==> config.mk <==
export PLATFORM = sky130hd
export DESIGN_NAME = spgm_merge
export DESIGN_NICKNAME = d
export VERILOG_FILES = /design/src/hw/rtl/spgm_pkg.sv /design/src/hw/rtl/spgm_merge.sv
export SDC_FILE = /design/constraint.sdc
export NUM_CORES = 2
export LEC_CHECK = 0
export BUFFER_PORTS_ARGS = -buffer_cell sky130_fd_sc_hd__buf_2
export CORE_MARGIN = 1.5
export CORE_UTILIZATION = 35
export CTS_BUF_LIST = sky130_fd_sc_hd__clkbuf_2
export CTS_CLUSTER_DIAMETER = 60
export DETAILED_ROUTE_END_ITERATION = 6
export PLACE_DENSITY = 0.56
export SYNTH_ARGS = -nofsm -noshare
export SYNTH_HDL_FRONTEND = slang
export SYNTH_SLANG_ARGS = --single-unit
==> constraint.sdc <==
create_clock -name clk -period 12 [get_ports clk]
set_clock_uncertainty 0.1 [all_clocks]
set_input_delay 2.4 -clock clk [delete_from_list [all_inputs] [get_ports clk]]
set_output_delay 2.4 -clock clk [all_outputs]
set_load 0.01 [all_outputs]
==> src/hw/rtl/spgm_pkg.sv <==
// ----------------------------------------------------------------------------
// spgm_pkg: shared types and constants of the stereo pan gain mixer
// Word layouts, register indexes, fixed-point widths and the cosine series
// divisors used to build the pan ROM.
// ----------------------------------------------------------------------------
package spgm_pkg;

    localparam int NUM_SOURCES   = 4;
    localparam int SAMPLE_BITS   = 16;
    localparam int SRC_IDX_BITS  = $clog2(NUM_SOURCES);

    // Source register: gain Q2.14 in the upper half, signed pan Q1.14 below
    localparam int GAIN_PAN_BITS = 32;
    localparam int GAIN_BITS     = 16;
    localparam int PAN_BITS      = 16;
    localparam int GAIN_FRAC     = 14;
    localparam int MASTER_BITS   = 16;
    localparam int MASTER_FRAC   = 12;

    // Pan ROM entries are Q1.14, 0 .. 16384
    localparam int ROM_BITS      = 15;
    localparam int ROM_ONE       = 16384;

    // Sample times effective gain, summed over sources
    localparam int PROD_BITS     = SAMPLE_BITS + GAIN_BITS;
    localparam int SUM_BITS      = PROD_BITS + $clog2(NUM_SOURCES) + 1;

    // Configuration port
    localparam int CFG_INDEX_BITS = 8;
    localparam int CFG_DATA_BITS  = 32;
    localparam logic [CFG_INDEX_BITS-1:0] CFG_MASTER_GAIN = CFG_INDEX_BITS'(NUM_SOURCES);
    localparam logic [CFG_INDEX_BITS-1:0] CFG_STEREO_MASK = CFG_INDEX_BITS'(NUM_SOURCES + 1);

    localparam logic [GAIN_PAN_BITS-1:0] GAIN_PAN_RESET    = 32'h4000_0000;
    localparam logic [MASTER_BITS-1:0]   MASTER_GAIN_RESET = 16'd4096;
    localparam logic [NUM_SOURCES-1:0]   STEREO_MASK_RESET = '1;

    // pi in Q2.30 and the Taylor divisors (2n-1)*2n of the cosine series
    localparam logic [63:0] PI_Q30        = 64'd3373259426;
    localparam int          SERIES_TERMS  = 10;
    localparam logic [8:0]  SERIES_DIV [1:SERIES_TERMS] =
        '{9'd2, 9'd12, 9'd30, 9'd56, 9'd90, 9'd132, 9'd182, 9'd240, 9'd306, 9'd380};

    typedef struct packed {
        logic signed [SAMPLE_BITS-1:0] src0_left;
        logic signed [SAMPLE_BITS-1:0] src0_right;
        logic signed [SAMPLE_BITS-1:0] src1_left;
        logic signed [SAMPLE_BITS-1:0] src1_right;
        logic signed [SAMPLE_BITS-1:0] src2_left;
        logic signed [SAMPLE_BITS-1:0] src2_right;
        logic signed [SAMPLE_BITS-1:0] src3_left;
        logic signed [SAMPLE_BITS-1:0] src3_right;
        logic [NUM_SOURCES-1:0]        present_mask;
    } in_word_t;

    typedef struct packed {
        logic signed [SAMPLE_BITS-1:0] mix_left;
        logic signed [SAMPLE_BITS-1:0] mix_right;
        logic                          clipped;
        logic [NUM_SOURCES-1:0]        underrun_mask;
    } out_word_t;

    typedef struct packed {
        logic stereo;
        logic present;
    } lane_ctl_t;

endpackage

==> src/hw/rtl/spgm_merge.sv <==
// ----------------------------------------------------------------------------
// spgm_merge: combine the lanes and apply the master gain
// Sums the lane products, scales by master gain in two partial products,
// rounds and saturates. Three register stages.
// ----------------------------------------------------------------------------
module spgm_merge (
    input  logic                                    clk,
    input  logic signed [spgm_pkg::PROD_BITS-1:0]   prod_l [spgm_pkg::NUM_SOURCES],
    input  logic signed [spgm_pkg::PROD_BITS-1:0]   prod_r [spgm_pkg::NUM_SOURCES],
    input  logic [spgm_pkg::MASTER_BITS-1:0]        master_gain,
    output logic signed [spgm_pkg::SAMPLE_BITS-1:0] mix_left,
    output logic signed [spgm_pkg::SAMPLE_BITS-1:0] mix_right,
    output logic                                    clipped
);

    localparam int HALF_BITS  = spgm_pkg::MASTER_BITS / 2;
    localparam int PART_BITS  = spgm_pkg::SUM_BITS + HALF_BITS + 1;
    localparam int V_BITS     = spgm_pkg::SUM_BITS + spgm_pkg::MASTER_BITS + 1;
    localparam int SHIFT      = spgm_pkg::GAIN_FRAC + spgm_pkg::MASTER_FRAC;
    localparam int Q_BITS     = V_BITS - SHIFT;
    localparam logic signed [Q_BITS-1:0] SAT_MAX = Q_BITS'((1 << (spgm_pkg::SAMPLE_BITS - 1)) - 1);
    localparam logic signed [Q_BITS-1:0] SAT_MIN = -Q_BITS'(1 << (spgm_pkg::SAMPLE_BITS - 1));

    // Stage 1: sum the lanes
    logic signed [spgm_pkg::SUM_BITS-1:0] acc_l;
    logic signed [spgm_pkg::SUM_BITS-1:0] acc_r;
    logic signed [spgm_pkg::SUM_BITS-1:0] sum_l_reg;
    logic signed [spgm_pkg::SUM_BITS-1:0] sum_r_reg;

    always_comb
    begin
        acc_l = '0;
        acc_r = '0;
        for (int s = 0; s < spgm_pkg::NUM_SOURCES; s++)
        begin
            acc_l = acc_l + spgm_pkg::SUM_BITS'(prod_l[s]);
            acc_r = acc_r + spgm_pkg::SUM_BITS'(prod_r[s]);
        end
    end

    always_ff @(posedge clk)
    begin
        sum_l_reg <= acc_l;
        sum_r_reg <= acc_r;
    end

    // Stage 2: master gain split into upper and lower bytes
    logic signed [PART_BITS-1:0] hi_l_reg;
    logic signed [PART_BITS-1:0] lo_l_reg;
    logic signed [PART_BITS-1:0] hi_r_reg;
    logic signed [PART_BITS-1:0] lo_r_reg;
    logic signed [HALF_BITS:0]   mg_hi;
    logic signed [HALF_BITS:0]   mg_lo;

    always_comb
    begin
        mg_hi = $signed({1'b0, master_gain[spgm_pkg::MASTER_BITS-1 -: HALF_BITS]});
        mg_lo = $signed({1'b0, master_gain[HALF_BITS-1:0]});
    end

    always_ff @(posedge clk)
    begin
        hi_l_reg <= PART_BITS'(sum_l_reg) * PART_BITS'(mg_hi);
        lo_l_reg <= PART_BITS'(sum_l_reg) * PART_BITS'(mg_lo);
        hi_r_reg <= PART_BITS'(sum_r_reg) * PART_BITS'(mg_hi);
        lo_r_reg <= PART_BITS'(sum_r_reg) * PART_BITS'(mg_lo);
    end

    // Stage 3: recombine, round half up, saturate
    logic signed [V_BITS-1:0] v_l;
    logic signed [V_BITS-1:0] v_r;
    logic signed [Q_BITS-1:0] q_l;
    logic signed [Q_BITS-1:0] q_r;
    logic                     clip_l;
    logic                     clip_r;
    logic signed [spgm_pkg::SAMPLE_BITS-1:0] sat_l;
    logic signed [spgm_pkg::SAMPLE_BITS-1:0] sat_r;

    always_comb
    begin
        v_l = (V_BITS'(hi_l_reg) <<< HALF_BITS) + V_BITS'(lo_l_reg)
            + V_BITS'(64'd1 << (SHIFT - 1));
        v_r = (V_BITS'(hi_r_reg) <<< HALF_BITS) + V_BITS'(lo_r_reg)
            + V_BITS'(64'd1 << (SHIFT - 1));
        q_l = v_l[V_BITS-1:SHIFT];
        q_r = v_r[V_BITS-1:SHIFT];
        clip_l = (q_l > SAT_MAX) || (q_l < SAT_MIN);
        clip_r = (q_r > SAT_MAX) || (q_r < SAT_MIN);
        if (q_l > SAT_MAX)      sat_l = SAT_MAX[spgm_pkg::SAMPLE_BITS-1:0];
        else if (q_l < SAT_MIN) sat_l = SAT_MIN[spgm_pkg::SAMPLE_BITS-1:0];
        else                    sat_l = q_l[spgm_pkg::SAMPLE_BITS-1:0];
        if (q_r > SAT_MAX)      sat_r = SAT_MAX[spgm_pkg::SAMPLE_BITS-1:0];
        else if (q_r < SAT_MIN) sat_r = SAT_MIN[spgm_pkg::SAMPLE_BITS-1:0];
        else                    sat_r = q_r[spgm_pkg::SAMPLE_BITS-1:0];
    end

    always_ff @(posedge clk)
    begin
        mix_left  <= sat_l;
        mix_right <= sat_r;
        clipped   <= clip_l | clip_r;
    end

endmodule

==> impl_metrics.csv <==
group,metric,value,unit
outcome,status,"finished with violations",
outcome,violations,"design-rule violations",
placement,dp.cells,7918,
grt,grt.overflow.total,0,
yosys,syn_nets,7604,
routing,wl_met1,61200,um
clocking,cts_buffers,81,
clocking,cts_hold_buf,0,
routing,viasPerCell,4.75,
critical_path,r2r_end,"hi_l_reg[40]$_DFF_P_",
routing,first_iter_violations,1550,
finish,mostFrequentLayoutCells,"inv_1 (1187), fa_1 (992), and2_1 (684), ha_1 (578), nand2_1 (525)",
floorplanning,rows,142,
clocking,cts.sinks,263,
grt,antenna_found_initial,10,
floorplanning,ios,306,
routing,ant_nets,0,
floorplanning,die_w,391,um
routing,wl_met2,61400,um
finish,instances_no_fill,8052,
routing,num_vias,38300,
timing,max_freq,123,MHz
clocking,post_cts_buffers,0,
placement,place_ws,2.52,ns
yosys,synth_cell_types,77,
timing,period_needed,8.15,ns
critical_path,cp-endpoint,"lo_r_reg[43]$_DFF_P_",
finish,syn2layout_area_growth,7.98,%
floorplanning,core_area,0.150,mm2
clocking,path_clk_slew,0.08,ns
yosys,synth_area_leaders,"fa_1 (38%), ha_1 (14%), dfxtp_1 (10%)",
timing,slew_violations,0,
placement,dp_hpwl,106000,um
yosys,synth_edf_count,0,
timing,relSlewSlack,0.225,
routing,dr_wl_met3,6780,um
finish,nets,7828,
timing,finalCritPeriodShare,0.679,
yosys,synth_top_cell_by_area,"fa_1",
grt,grt_pass1_wl,220000,um
floorplanning,fp.dieH,391,um
timing,worst_pin_slew,1.15,ns
finish,drive_gt1_frac,0.0795,
floorplanning,die_area,0.153,mm2
run,cap_violations,0,
placement,gp_congestion,0.857,
clocking,clk_latency,1.31,ns
critical_path,end_kind,"flop",
timing,final.setup.tns,0,ns
timing,setup_viol,0,
routing,wire_per_inst,16.4,um
routing,wl,132000,um
clocking,cts_tree,"yes",
critical_path,regToRegStartpoint,"sum_l_reg[19]$_DFF_P_",
yosys,synth_area,0.0526,mm2
routing,top_layer_used,"met5",
yosys,synthCells,5761,
grt,grt_max_degree,62,
critical_path,worstRegToRegCells,20,
critical_path,path_max_fanout,44,
clocking,post_cts_resized,0,
routing,firstDrtPassIters,7,
yosys,synth_area_per_cell,9.14,um2
yosys,synth_seq_cells,263,
routing,drc_errors,6,
finish,mostFrequentLayoutCell,"inv_1",
clocking,h-tree-depth,3,
min_path,hp-class,"reg -> reg",
critical_path,cp-startpoint,"master_gain[1]",
floorplanning,initial_core_util,0.352,
critical_path,arrival,9.22,ns
timing,finalHoldViolCount,0,
finish,finish.utilization,0.380,
yosys,synth_top_area_frac,0.377,
clocking,clockBufferDepth,3,
yosys,ys.warnings.count,0,
critical_path,reg2reg_slack,4.90,ns
grt,grt_util_all_layers,0.181,
yosys,ys.flop_type,"dfxtp_1",
critical_path,path_class,"in -> reg",
timing,rsz0062_at_grt,"no",
placement,portBuffers,305,
timing,setup_slack,3.85,ns
critical_path,worstPathRequired,13.07,ns
clocking,root_buffer,"clkbuf_2",
critical_path,critPathLaunchType,"primary input",
grt,grt_pass1_vias,41700,
yosys,synth_async_sr_flop_share,0,
yosys,ys_seq_area_frac,0.100,
## kinds of logic (layout without fill, tap and decap cells)
kind of cell,Yosys count,in the layout,share of synthesized area
mux,2,2,0.000404
compound gates,707,707,0.0880
buf+inv,1388,1653,0.0992
fa+ha+maj,1570,1570,0.515
other cells,0,10,0
flops,263,263,0.100
xor+xnor,259,259,0.0431
simple gates,1572,1572,0.155
## per-layer routing
| metal | track usage | vias to the layer above |
|---|---|---|
| met5 | 0 | - |
| met1 | 0.244 | 19000 |
| met4 | 0.0463 | 10 |
| met3 | 0.0289 | 189 |
| met2 | 0.301 | 850 |
| li1 | - | 18200 |
## final cells by class
cell class | instances | area (um2)
fillers | 15300 | 92800
multi-input cells | 4110 | 42200
flip-flops and latches | 263 | 5270
inverters | 1187 | 4460
well taps | 2016 | 2520
repair buffers | 342 | 1820
clock buffers | 103 | 515
clock inverters | 21 | 85.1
diodes | 10 | 25.0
## cells in the mapped netlist (all sizes together), types with 119 or more instances
cell    number
inv       1187
fa         992
and2       685
ha         578
nand2      525
dfxtp      263
a21oi      210
clkbuf     193
xnor2      175
a21o       173
nor2       140
o21ai      119
## per-stage QoR
step / hold slack (ns) / area (um2)
6_report: 0.583 / 56800
5_1_grt: 0.666 / 56800
4_1_cts: 0.582 / 56800
3_5_place_dp: 0.628 / 56200
3_3_place_gp: 0.629 / 56200
2_1_floorplan: 0.397 / 52600
## worst max-delay path, stage by stage
cell	delay (ns)
buf_2	0.73
buf_4	0.45
nand2_1	0.13
fa_1	0.53
inv_1	0.06
fa_1	0.48
fa_1	0.54
inv_1	0.05
fa_1	0.48
inv_1	0.05
ha_1	0.34
and3_1	0.21
and4_1	0.22
nand2_1	0.06
a211oi_1	0.30
o21ai_0	0.19
a31oi_1	0.51
a31oi_1	0.22
o21ai_1	0.25
a21oi_1	0.15
o41ai_1	0.53
a21oi_1	0.16
xnor2_1	0.14
## worst min path at each step
stage	start	end	slack, ns	cells past startpoint
after detailed placement	hi_l_reg[43]$_DFF_P_	mix_left[15]$_SDFF_PN0_	0.63	3
final	hi_l_reg[43]$_DFF_P_	mix_left[15]$_SDFF_PN0_	0.58	3
after floorplan	sum_l_reg[0]$_DFF_P_	hi_l_reg[0]$_DFF_P_	0.40	1
after global placement	hi_l_reg[43]$_DFF_P_	mix_left[15]$_SDFF_PN0_	0.63	3
after CTS	hi_l_reg[43]$_DFF_P_	mix_left[15]$_SDFF_PN0_	0.58	3
after global routing	hi_l_reg[43]$_DFF_P_	mix_left[15]$_SDFF_PN0_	0.67	3
Power is not shown: default switching activity piles up to over one toggle a cycle in this logic, so the estimate is an artifact.
